### config.mk
export PLATFORM = sky130hd
export DESIGN_NAME = fixed_point_alu_top_flat
export DESIGN_NICKNAME = d
export VERILOG_FILES = /design/src/rtl/core/fpa_pkg.sv /design/src/rtl/core/fpa_if.sv /design/src/rtl/core/fpa_front.sv /design/src/rtl/core/fpa_queue.sv /design/src/rtl/core/fpa_back.sv /design/src/rtl/core/fixed_point_alu_top.sv /design/src/flat_wrapper.sv
export SDC_FILE = /design/constraint.sdc
export NUM_CORES = 2
export LEC_CHECK = 0
export CORE_UTILIZATION = 60
export DETAILED_ROUTE_END_ITERATION = 10
export DONT_BUFFER_PORTS = 1
export MAX_ROUTING_LAYER = met4
export PLACE_DENSITY = 0.86
export SKIP_CTS_REPAIR_TIMING = 1
export SLEW_MARGIN = 0
export SYNTH_ARGS = -nofsm -noshare
export SYNTH_HDL_FRONTEND = slang
export SYNTH_HIERARCHICAL = 1
export SYNTH_SLANG_ARGS = --single-unit
### constraint.sdc
create_clock -name clk -period 13.1 [get_ports clk]
set_clock_uncertainty 0.05 [all_clocks]
set_input_delay 0 -clock clk [delete_from_list [all_inputs] [get_ports clk]]
set_output_delay 0 -clock clk [all_outputs]
set_load 0.005 [all_outputs]
### src/rtl/core/fpa_pkg.sv
// shared types and constants for the fixed-point alu
package fpa_pkg;

  localparam int FRAC_BITS_DEF = 8;
  localparam int DATA_W        = 32;
  localparam int OP_W          = 4;
  localparam int Q_DEPTH       = 4;
  localparam int Q_AW          = 2;

  typedef enum logic [OP_W-1:0] {
    OP_ADD     = 4'd0,
    OP_SUB     = 4'd1,
    OP_MUL     = 4'd2,
    OP_DIV     = 4'd3,
    OP_MIN     = 4'd4,
    OP_MAX     = 4'd5,
    OP_INC     = 4'd6,
    OP_DEC     = 4'd7,
    OP_FROM_INT = 4'd8,
    OP_TO_INT  = 4'd9
  } op_t;

  typedef struct packed {
    logic [OP_W-1:0]          op;
    logic signed [DATA_W-1:0] a;
    logic signed [DATA_W-1:0] b;
    logic                     dbz;
    logic                     lt;
    logic                     eq;
    logic                     gt;
  } item_t;

endpackage

### src/rtl/core/fpa_if.sv
// handshake interfaces for the operand and result channels
interface fpa_in_if;
  logic                                   valid;
  logic                                   ready;
  logic [fpa_pkg::OP_W-1:0]               operation;
  logic signed [fpa_pkg::DATA_W-1:0]      operand_a;
  logic signed [fpa_pkg::DATA_W-1:0]      operand_b;
  modport source (output valid, operation, operand_a, operand_b, input ready);
  modport sink (input valid, operation, operand_a, operand_b, output ready);
endinterface

interface fpa_out_if;
  logic                                   valid;
  logic                                   ready;
  logic signed [fpa_pkg::DATA_W-1:0]      result_value;
  logic                                   divide_by_zero;
  logic                                   a_less;
  logic                                   a_equal;
  logic                                   a_greater;
  modport source (output valid, result_value, divide_by_zero, a_less, a_equal,
                  a_greater, input ready);
  modport sink (input valid, result_value, divide_by_zero, a_less, a_equal,
                a_greater, output ready);
endinterface

### src/rtl/core/fpa_front.sv
// front end: takes operand beats, compares operands and flags divide by zero
module fpa_front (
  fpa_in_if.sink          in_ch,
  input  logic            q_full,
  output logic            push,
  output fpa_pkg::item_t  item
);

  assign in_ch.ready = !q_full;
  assign push        = in_ch.valid && !q_full;

  always_comb begin
    item.op  = in_ch.operation;
    item.a   = in_ch.operand_a;
    item.b   = in_ch.operand_b;
    item.lt  = in_ch.operand_a < in_ch.operand_b;
    item.eq  = in_ch.operand_a == in_ch.operand_b;
    item.gt  = in_ch.operand_a > in_ch.operand_b;
    item.dbz = (in_ch.operation == fpa_pkg::OP_DIV) &&
               (in_ch.operand_b == '0);
  end

endmodule

### src/rtl/core/fpa_queue.sv
// small fifo between front and back end
module fpa_queue (
  input  logic            clk,
  input  logic            rst_n,
  input  logic            push,
  input  fpa_pkg::item_t  din,
  output logic            full,
  input  logic            pop,
  output fpa_pkg::item_t  dout,
  output logic            not_empty
);

  fpa_pkg::item_t              mem_r [fpa_pkg::Q_DEPTH];
  logic [fpa_pkg::Q_AW-1:0]    wr_ptr_r, rd_ptr_r;
  logic [fpa_pkg::Q_AW:0]      cnt_r;

  assign full      = cnt_r == (fpa_pkg::Q_AW+1)'(fpa_pkg::Q_DEPTH);
  assign not_empty = cnt_r != '0;
  assign dout      = mem_r[rd_ptr_r];

  always_ff @(posedge clk) begin
    if (!rst_n) begin
      wr_ptr_r <= '0;
      rd_ptr_r <= '0;
      cnt_r    <= '0;
    end else begin
      if (push) wr_ptr_r <= wr_ptr_r + 1'b1;
      if (pop) rd_ptr_r <= rd_ptr_r + 1'b1;
      if (push && !pop) cnt_r <= cnt_r + 1'b1;
      else if (pop && !push) cnt_r <= cnt_r - 1'b1;
    end
  end

  always_ff @(posedge clk) begin
    if (push) mem_r[wr_ptr_r] <= din;
  end

endmodule

### src/rtl/core/fpa_back.sv
// back end: execute stage with multiplier and serial divider, then result register
module fpa_back #(
  parameter int FRAC_BITS = fpa_pkg::FRAC_BITS_DEF
) (
  input  logic            clk,
  input  logic            rst_n,
  input  logic            q_valid,
  input  fpa_pkg::item_t  q_item,
  output logic            pop,
  fpa_out_if.source       out_ch
);

  localparam int DW    = fpa_pkg::DATA_W;
  localparam int DIV_W = DW + FRAC_BITS;
  localparam int CNT_W = $clog2(DIV_W + 1);
  localparam logic [DW-1:0] FMASK = DW'((64'd1 << FRAC_BITS) - 64'd1);

  logic signed [DW-1:0] qa, qb;
  logic [DW-1:0]        simple_nxt;
  logic [DW-1:0]        a_mag, b_mag;

  // execute stage
  logic                 e1_v_r;
  logic [fpa_pkg::OP_W-1:0] e1_op_r;
  logic                 e1_div_r;
  logic [DW-1:0]        e1_simple_r;
  logic signed [2*DW-1:0] prod_r;
  logic                 e1_dbz_r, e1_lt_r, e1_eq_r, e1_gt_r;

  // divider
  logic [CNT_W-1:0]     cnt_r;
  logic [DW-1:0]        rem_r;
  logic [DW-1:0]        dsr_r;
  logic [DIV_W-1:0]     quo_r;
  logic                 neg_r;
  logic [DW:0]          trial;
  logic                 take;

  // result register
  logic                 out_v_r;
  logic [DW-1:0]        res_r;
  logic                 dbz_r, lt_r, eq_r, gt_r;

  logic                 busy, e2_free, e1_adv;
  logic                 mul_adj;
  logic [DW-1:0]        mul_res, div_res, final_res;

  assign qa = q_item.a;
  assign qb = q_item.b;

  assign busy    = cnt_r != '0;
  assign e2_free = !out_v_r || out_ch.ready;
  assign e1_adv  = e1_v_r && !busy && e2_free;
  assign pop     = q_valid && (!e1_v_r || e1_adv);

  always_comb begin
    case (q_item.op)
      fpa_pkg::OP_ADD:      simple_nxt = DW'(qa + qb);
      fpa_pkg::OP_SUB:      simple_nxt = DW'(qa - qb);
      fpa_pkg::OP_DIV:      simple_nxt = qa;
      fpa_pkg::OP_MIN:      simple_nxt = q_item.lt ? qa : qb;
      fpa_pkg::OP_MAX:      simple_nxt = q_item.lt ? qb : qa;
      fpa_pkg::OP_INC:      simple_nxt = DW'(qa + 1);
      fpa_pkg::OP_DEC:      simple_nxt = DW'(qa - 1);
      fpa_pkg::OP_FROM_INT: simple_nxt = DW'(qa <<< FRAC_BITS);
      fpa_pkg::OP_TO_INT:   simple_nxt = DW'((qa + $signed(qa[DW-1] ? FMASK : '0))
                                             >>> FRAC_BITS);
      default:              simple_nxt = '0;
    endcase
  end

  assign a_mag = qa[DW-1] ? DW'(-qa) : DW'(qa);
  assign b_mag = qb[DW-1] ? DW'(-qb) : DW'(qb);

  // restoring step, one quotient bit a cycle
  assign trial = {rem_r, quo_r[DIV_W-1]};
  assign take  = trial >= {1'b0, dsr_r};

  always_ff @(posedge clk) begin
    if (!rst_n) begin
      e1_v_r <= 1'b0;
      cnt_r  <= '0;
    end else begin
      if (pop) e1_v_r <= 1'b1;
      else if (e1_adv) e1_v_r <= 1'b0;
      if (pop && q_item.op == fpa_pkg::OP_DIV && !q_item.dbz) begin
        cnt_r <= CNT_W'(DIV_W);
      end else if (busy) begin
        cnt_r <= cnt_r - 1'b1;
      end
    end
  end

  always_ff @(posedge clk) begin
    if (pop) begin
      e1_op_r     <= q_item.op;
      e1_div_r    <= q_item.op == fpa_pkg::OP_DIV && !q_item.dbz;
      e1_simple_r <= simple_nxt;
      prod_r      <= (2*DW)'(qa) * (2*DW)'(qb);
      e1_dbz_r    <= q_item.dbz;
      e1_lt_r     <= q_item.lt;
      e1_eq_r     <= q_item.eq;
      e1_gt_r     <= q_item.gt;
      rem_r       <= '0;
      dsr_r       <= b_mag;
      quo_r       <= {a_mag, {FRAC_BITS{1'b0}}};
      neg_r       <= qa[DW-1] ^ qb[DW-1];
    end else if (busy) begin
      rem_r <= take ? DW'(trial - {1'b0, dsr_r}) : trial[DW-1:0];
      quo_r <= {quo_r[DIV_W-2:0], take};
    end
  end

  // product truncated toward zero
  assign mul_adj = prod_r[2*DW-1] && (|prod_r[FRAC_BITS-1:0]);
  assign mul_res = prod_r[FRAC_BITS+DW-1:FRAC_BITS] + DW'(mul_adj);
  assign div_res = neg_r ? DW'(-quo_r[DW-1:0]) : quo_r[DW-1:0];

  always_comb begin
    if (e1_op_r == fpa_pkg::OP_MUL) final_res = mul_res;
    else if (e1_div_r) final_res = div_res;
    else final_res = e1_simple_r;
  end

  always_ff @(posedge clk) begin
    if (!rst_n) begin
      out_v_r <= 1'b0;
    end else if (e2_free) begin
      out_v_r <= e1_adv;
    end
  end

  always_ff @(posedge clk) begin
    if (e1_adv) begin
      res_r <= final_res;
      dbz_r <= e1_dbz_r;
      lt_r  <= e1_lt_r;
      eq_r  <= e1_eq_r;
      gt_r  <= e1_gt_r;
    end
  end

  assign out_ch.valid          = out_v_r;
  assign out_ch.result_value   = res_r;
  assign out_ch.divide_by_zero = dbz_r;
  assign out_ch.a_less         = lt_r;
  assign out_ch.a_equal        = eq_r;
  assign out_ch.a_greater      = gt_r;

endmodule

### src/rtl/core/fixed_point_alu_top.sv
// top level of the signed fixed-point alu
//
// in_ch carries an operation code and two 32-bit raw operands; out_ch returns
// one result beat per operand beat, in order: the wrapped 32-bit result, the
// divide-by-zero flag and the less/equal/greater flags of operand a vs b.
// Both channels move a beat when valid and ready are high at a clock edge.
// A beat passes through a 4-entry queue, an execute stage and a result
// register. For all operations except a division with nonzero divisor,
// throughput is one beat per cycle while out_ch.ready stays high.
// A division with nonzero divisor runs a restoring divider one quotient bit
// per cycle while it holds the execute stage; later beats collect in the
// queue meanwhile and in_ch.ready drops once it is full.
// If out_ch.ready is low the result register holds and the execute stage and
// queue fill in turn before in_ch.ready drops.
// Synchronous active-low reset empties the queue and the execute stage, stops
// the divider and clears out_ch.valid; there is no other control state.
module fixed_point_alu_top #(
  parameter int FRAC_BITS = fpa_pkg::FRAC_BITS_DEF
) (
  input  logic       clk,
  input  logic       rst_n,
  fpa_in_if.sink     in_ch,
  fpa_out_if.source  out_ch
);

  fpa_pkg::item_t f_item, q_item;
  logic           push, q_full, pop, q_valid;

  fpa_front u_front (
    .in_ch  (in_ch),
    .q_full (q_full),
    .push   (push),
    .item   (f_item)
  );

  fpa_queue u_queue (
    .clk       (clk),
    .rst_n     (rst_n),
    .push      (push),
    .din       (f_item),
    .full      (q_full),
    .pop       (pop),
    .dout      (q_item),
    .not_empty (q_valid)
  );

  fpa_back #(.FRAC_BITS(FRAC_BITS)) u_back (
    .clk     (clk),
    .rst_n   (rst_n),
    .q_valid (q_valid),
    .q_item  (q_item),
    .pop     (pop),
    .out_ch  (out_ch)
  );

endmodule

### src/flat_wrapper.sv
// flat-port wrapper written by rule: the top's interface ports become plain ports
module fixed_point_alu_top_flat 
#(
  parameter int FRAC_BITS = fpa_pkg::FRAC_BITS_DEF
)
  (clk, rst_n, in_ch_valid, in_ch_operation, in_ch_operand_a, in_ch_operand_b, in_ch_ready, out_ch_valid, out_ch_result_value, out_ch_divide_by_zero, out_ch_a_less, out_ch_a_equal, out_ch_a_greater, out_ch_ready);
  fpa_in_if in_ch_i ();
  fpa_out_if out_ch_i ();
  input  logic clk;
  input  logic rst_n;
  input wire logic [$bits(in_ch_i.valid)-1:0] in_ch_valid;
  input wire logic [$bits(in_ch_i.operation)-1:0] in_ch_operation;
  input wire logic [$bits(in_ch_i.operand_a)-1:0] in_ch_operand_a;
  input wire logic [$bits(in_ch_i.operand_b)-1:0] in_ch_operand_b;
  output wire logic [$bits(in_ch_i.ready)-1:0] in_ch_ready;
  output wire logic [$bits(out_ch_i.valid)-1:0] out_ch_valid;
  output wire logic [$bits(out_ch_i.result_value)-1:0] out_ch_result_value;
  output wire logic [$bits(out_ch_i.divide_by_zero)-1:0] out_ch_divide_by_zero;
  output wire logic [$bits(out_ch_i.a_less)-1:0] out_ch_a_less;
  output wire logic [$bits(out_ch_i.a_equal)-1:0] out_ch_a_equal;
  output wire logic [$bits(out_ch_i.a_greater)-1:0] out_ch_a_greater;
  input wire logic [$bits(out_ch_i.ready)-1:0] out_ch_ready;
  assign in_ch_i.valid = in_ch_valid;
  assign in_ch_i.operation = in_ch_operation;
  assign in_ch_i.operand_a = in_ch_operand_a;
  assign in_ch_i.operand_b = in_ch_operand_b;
  assign in_ch_ready = in_ch_i.ready;
  assign out_ch_valid = out_ch_i.valid;
  assign out_ch_result_value = out_ch_i.result_value;
  assign out_ch_divide_by_zero = out_ch_i.divide_by_zero;
  assign out_ch_a_less = out_ch_i.a_less;
  assign out_ch_a_equal = out_ch_i.a_equal;
  assign out_ch_a_greater = out_ch_i.a_greater;
  assign out_ch_i.ready = out_ch_ready;
  fixed_point_alu_top #(.FRAC_BITS(FRAC_BITS)) u_core (.clk(clk), .rst_n(rst_n), .in_ch(in_ch_i), .out_ch(out_ch_i));
endmodule
After elaboration in Yosys (flattened, before gate mapping). Memories as Yosys holds them, arrays and structs flattened. A register that Yosys moved wholly into a read port is not among the register bits. Index checks and enable logic that the tools add are counted.

Bits in read-only memories: 0. Flip-flop bits (word level): 261. Bits in latches: 0. Output and inout bits: 38. Memories: 1. Memory bits (writable): 288.

Memory list: u_core.u_queue.mem_r (depth 4, width 72, rd ports 1, clocked after Yosys merged registers in 1, write ports 1, RTL line fpa_queue.sv:13) `fpa_pkg::item_t mem_r [fpa_pkg::Q_DEPTH];`.

$add $sub $neg: 15. Multipliers: 1. Magnitude comparators: 3. Mux-type cells: 22. Reductions and logical operators: 30. Equal/unequal tests: 12. Bitwise logic cells: 2. Div/mod/pow operators: 0. Shift-type cells: 0.

Operators with widths (number): $pmux W32 S9 (1); $mux W32 (7); $neg A32 Y32 (3); $mux W40 (2); $mul A32 B32 Y64 (1); $sub A32 B32 Y32 (2); $ge A33 B32 Y1 (1); $add A32 B1 Y32 (1); $add A32 B2 Y32 const B (1); $add A32 B32 Y32 (1); $add A32 B9 Y32 (1); $eq A32 B32 Y1 (1); $gt A32 B32 Y1 (1); $logic_not A32 Y1 (1); $lt A32 B32 Y1 (1); $sub A32 B2 Y32 const B (1); $mux W31 (1); $eq A4 B3 Y1 const B (4); $eq A4 B2 Y1 const B (3); $mux W6 (2); $logic_and A1 B1 Y1 (11); $eq A4 B4 Y1 const B (2); $mux W8 (1); $reduce_bool A2 Y1 (4); 18 further kinds (31).

Logic depth before layout (Yosys ltp).
Depth in word-level cells: 9. Depth in mapped cells: 34. Mapped depth without buffers: 30.

By module. The synthesis kept the hierarchy.

Modules (own cells, without submodules): fpa_back (area an instance 51683.3 um^2, seq. area each 6456.2 um^2, times used 1, cells an instance 5647); fpa_queue (area an instance 10914.2 um^2, seq. area each 8828.5 um^2, times used 1, cells an instance 419); fpa_front (area an instance 1441.4 um^2, seq. area each 0.0 um^2, times used 1, cells an instance 202).

Worst setup path after synthesis. No wires, ideal clock.

Kind: reg2reg. From: register with a tool-made name. To: register u_core.u_back.prod_r[63], data pin. Stages on the path, launching flop included: 35. Setup time: 260 ps. Slack: 3785 ps. Arrival: 9005 ps. Period minus slack after synthesis: 9315 ps. Path through: dfxtp_1 buf_6 buf_12 mux4_2 clkbuf_1 clkbuf_1 clkbuf_1 buf_1 nand2_1 inv_1 fa_1 inv_1 fa_1 inv_1 fa_1 fa_1 inv_1 fa_1 inv_1 fa_1 inv_1 fa_1 fa_1 inv_1 ha_1 nand4_1 nor2_1 nand3_1 or4_1 nor3_1 a221oi_1 o21ai_0 nor2_1 nand3_1 xnor2_1.

RTL lines: end signal, assigned (RTL line fpa_back.sv:99) `prod_r <= (2*DW)'(qa) * (2*DW)'(qb);`; end, declared (RTL line fpa_back.sv:27) `logic signed [2*DW-1:0] prod_r;`.

==> flow_summary_export.csv <==
group,metric,value,unit
clock_network,clk_latency,0.69,ns
synthesis,synth_top_area_cell,"fa_1",
critical_path,rrSetupSlack,2.62,ns
sta,min_period,10.48,ns
global_routing,grt_pass1_wl,291,mm
sta,tns,0,ns
sta,drv_slew,1,
synthesis,synth-seq-area-share,23.9,%
critical_path,crit_end,"u_core/u_back/prod_r[63]$_DFFE_PP_",
global_routing,grt_use_met3,11.8,%
worst_hold_path,hold_path_class,"primary input to flop",
route,via_count,48100,
placed_design,place_congestion,1.02,
placed_design,port_buffers,0,
synthesis,synth_area,64000,um^2
critical_path,r2r_end,"u_core/u_back/prod_r[63]$_DFFE_PP_",
route,vias_per_cell,6.40,
critical_path,critical_path_class,"flop to flop",
route,routed_wl,195,mm
clock_network,cts_buffer_depth,3,
route,dr.first_iter.drc_count,6557,
synthesis,synthFlopType,"edfxtp_1",
final_layout,n_fill_cell,7699,
global_routing,grt_pass1_vias,50600,
global_routing,antenna_found_initial,13,
global_routing,gr-usage-met2,55.8,%
sta,relSlewSlack,-0.858,%
sta,rsz0062_at_grt,"no",
clock_network,cts.sinks,528,
global_routing,top_usage_layer,"met2",
sta,tightest_slew,1.49,ns
critical_path,cp_max_fo,44,
clock_network,h-tree-depth,2,
die,initial_core_util,60.7,%
critical_path,crit_arrival,10.88,ns
clock_network,path_clk_slew,0.09,ns
route,drt_first_pass_iters,11,
clock_network,numCtsBuffers,50,
die,die_w,329,um
synthesis,ys_top_cells_by_area,"fa_1, edfxtp_1, inv_1",
sta,period_share,80.0,%
global_routing,grt_max_degree,82,
synthesis,syn_nets,7724,
route,wl_per_cell,25.9,um
synthesis,synthCells,6268,
status,failed_checks,"design-rule violations, negative hold slack, max-capacitance violations, max-slew violations",
global_routing,grt_util_met1,43.9,%
status,outcome,"complete, but fails checks",
sta,finalHoldViolCount,3,
sta,setup_viol,0,
route,drc_errors,18,
clock_network,clockRootBuffer,"clkbuf_16",
final_layout,drive_gt1_share,4.56,%
die,coreArea,106000,um^2
final_layout,nets,7512,
global_routing,grtUsageTotal,37.0,%
synthesis,async_flop_share,0,%
synthesis,yosysWarnings,6,
synthesis,synth_area_per_cell,10.2,um^2
clock_network,cts_tree,"done",
critical_path,cp-start-kind,"flop",
synthesis,synth_top_area_share,33.9,%
synthesis,ys_seq_elements,528,
critical_path,reg2regPathDepth,27,
final_layout,area_delta_synth_final,4.56,%
placed_design,dpl.hpwl,129,mm
route,antenna_left,0,
die,die_h,329,um
die,rows,119,
critical_path,cp_data_required_time,13.50,ns
die,ios,110,
synthesis,ys_types,89,
die,die-area,108000,um^2
synthesis,synth-edff-count,471,
sta,fmax,0.0954,GHz
critical_path,crit_path_end_kind,"flop",
run,drv_cap,1,
global_routing,grt-ovfl-total,0,
sta,fin_hold_ws,-0.00307,ns
## through the flow
| stage | cell area (um^2) | utilization (%) | hold WS [ns] | setup slack [ns] | cells |
|---|---|---|---|---|---|
| 4_1_cts | 66200 | 62.7 | -0.640 | 2.69 | 7411 |
| 6_report | 67000 | 63.4 | -0.00307 | 2.62 | 7504 |
| 5_1_grt | 66900 | 63.4 | 0.00608 | 2.08 | 7496 |
| 3_3_place_gp | 64500 | 61.1 | 0.0491 | 3.00 | 7321 |
| 2_1_floorplan | 64000 | - | 0.0717 | 3.78 | 6268 |
| 3_5_place_dp | 64500 | 61.1 | 0.0491 | 2.68 | 7321 |
## critical path, stage by stage (launching register included)
cell and delay [ns]:
dfxtp_4 0.97, mux4_2 0.97, buf_4 0.51, inv_2 0.27, nor2_1 0.26, ha_1 0.34
fa_1 0.60, fa_1 0.60, fa_1 0.92, inv_1 0.44, fa_1 0.61, inv_1 0.06
fa_1 0.53, inv_1 0.05, fa_1 0.46, fa_1 0.52, inv_1 0.05, ha_1 0.28
nand4_1 0.07, nor2_1 0.15, nand3_1 0.12, or4_1 0.55, nor3_1 0.30, a221oi_1 0.17
o21ai_0 0.13, nor2_1 0.06, nand3_1 0.09, xnor2_1 0.07
## how the worst min path moves through the flow
stage	startpoint	end	slack, ns	cells past startpoint
CTS	in_ch_operand_b[10]	u_core/u_queue/mem_r[2][14]$_DFFE_PP_	-0.64	0
detailed placement	in_ch_operand_a[23]	u_core/u_queue/mem_r[1][59]$_DFFE_PP_	0.05	0
floorplan	rst_n	flop	0.07	1
finish	in_ch_operand_a[16]	u_core/u_queue/mem_r[1][52]$_DFFE_PP_	-0.003	1
global route	in_ch_operand_a[16]	u_core/u_queue/mem_r[3][52]$_DFFE_PP_	0.006	1
global placement	in_ch_operand_a[20]	u_core/u_queue/mem_r[2][56]$_DFFE_PP_	0.05	0
## area by class of cell
| type | count | area [um^2] | share of cell area, % |
|---|---|---|---|
| clock buffers | 69 | 1430 | 2.13 |
| multi-input cells | 4145 | 42400 | 63.4 |
| flip-flops and latches | 528 | 15300 | 22.8 |
| well taps | 1391 | 1740 | 2.60 |
| diodes | 19 | 47.5 | 0.0710 |
| clock inverters | 21 | 251 | 0.376 |
| inverters | 1173 | 4410 | 6.58 |
| repair buffers | 158 | 1370 | 2.05 |
## cells by family (layout without fill, tap and decap cells)
kind of cell    count (synthesis)  in the layout  share of synthesized area (%)
fa+ha+maj                    1384           1384                           39.8
simple gates                 1730           1730                           13.1
xor+xnor                      249            249                           3.41
compound gates                689            689                           7.04
other cells                     0             19                              0
buf+inv                      1595           1421                           9.96
mux                            93             93                           2.88
flops                         528            528                           23.9
## layer usage
metal / part of all wire [%] / vias up
met5: 0 / -
met4: 7.6 / 0
met3: 14 / 1216
met2: 45 / 3874
met1: 34 / 23600
li1: - / 19400
## placed cells by master (no fill, tap or decap), types with 53 or more instances in the layout
cell type         n
a21o_1           65
xnor2_1         140
buf_4            84
ha_1            299
inv_1          1166
and2_1          410
nand2_1         790
edfxtp_1        471
clkbuf_16        53
dfxtp_1          55
o21ai_0         180
a21oi_1         142
nor2_1          184
xor2_1          109
mux4_2           70
nand3_1          78
fa_1           1085
dlygate4sd3_1    74
## registers in the layout, summed over array words and instances, names as in the netlist, 2 cells and up, named ones only
signal / cells
u_core/u_queue/rd_ptr_r: 2
u_core/u_back/rem_r: 32
u_core/u_back/cnt_r: 6
u_core/u_queue/mem_r: 288
u_core/u_back/e1_simple_r: 32
u_core/u_back/e1_op_r: 4
u_core/u_back/prod_r: 41
u_core/u_back/dsr_r: 32
u_core/u_queue/cnt_r: 3
u_core/u_back/quo_r: 40
u_core/u_queue/wr_ptr_r: 2
u_core/u_back/out_ch.result_value: 32
## synthesized netlist by cell type (7+ instances only)
cell type / n
or2_2: 7
nand3_1: 78
buf_2: 10
nand2_1: 791
and2_1: 414
dfxtp_1: 57
buf_12: 7
mux2i_1: 19
nor2b_1: 23
inv_1: 1166
a221oi_1: 7
o21a_1: 24
nand4_1: 36
or4_1: 15
nor4_1: 22
edfxtp_1: 471
and3_1: 17
a21boi_0: 7
o21bai_1: 13
ha_1: 299
o221ai_1: 17
o211ai_1: 48
a31oi_1: 32
a21oi_1: 143
a222oi_1: 29
fa_1: 1085
nand2b_1: 36
a22o_1: 7
nor2_1: 184
xor2_1: 109
clkbuf_1: 277
o22ai_1: 9
xnor2_1: 140
buf_4: 69
mux4_2: 70
a211oi_1: 19
o31ai_1: 24
nor3_1: 41
a21o_1: 65
o21ai_0: 180
or3_1: 30
buf_1: 58
Power is not shown: default switching activity piles up to over one toggle a cycle in this logic, so the estimate is an artifact.
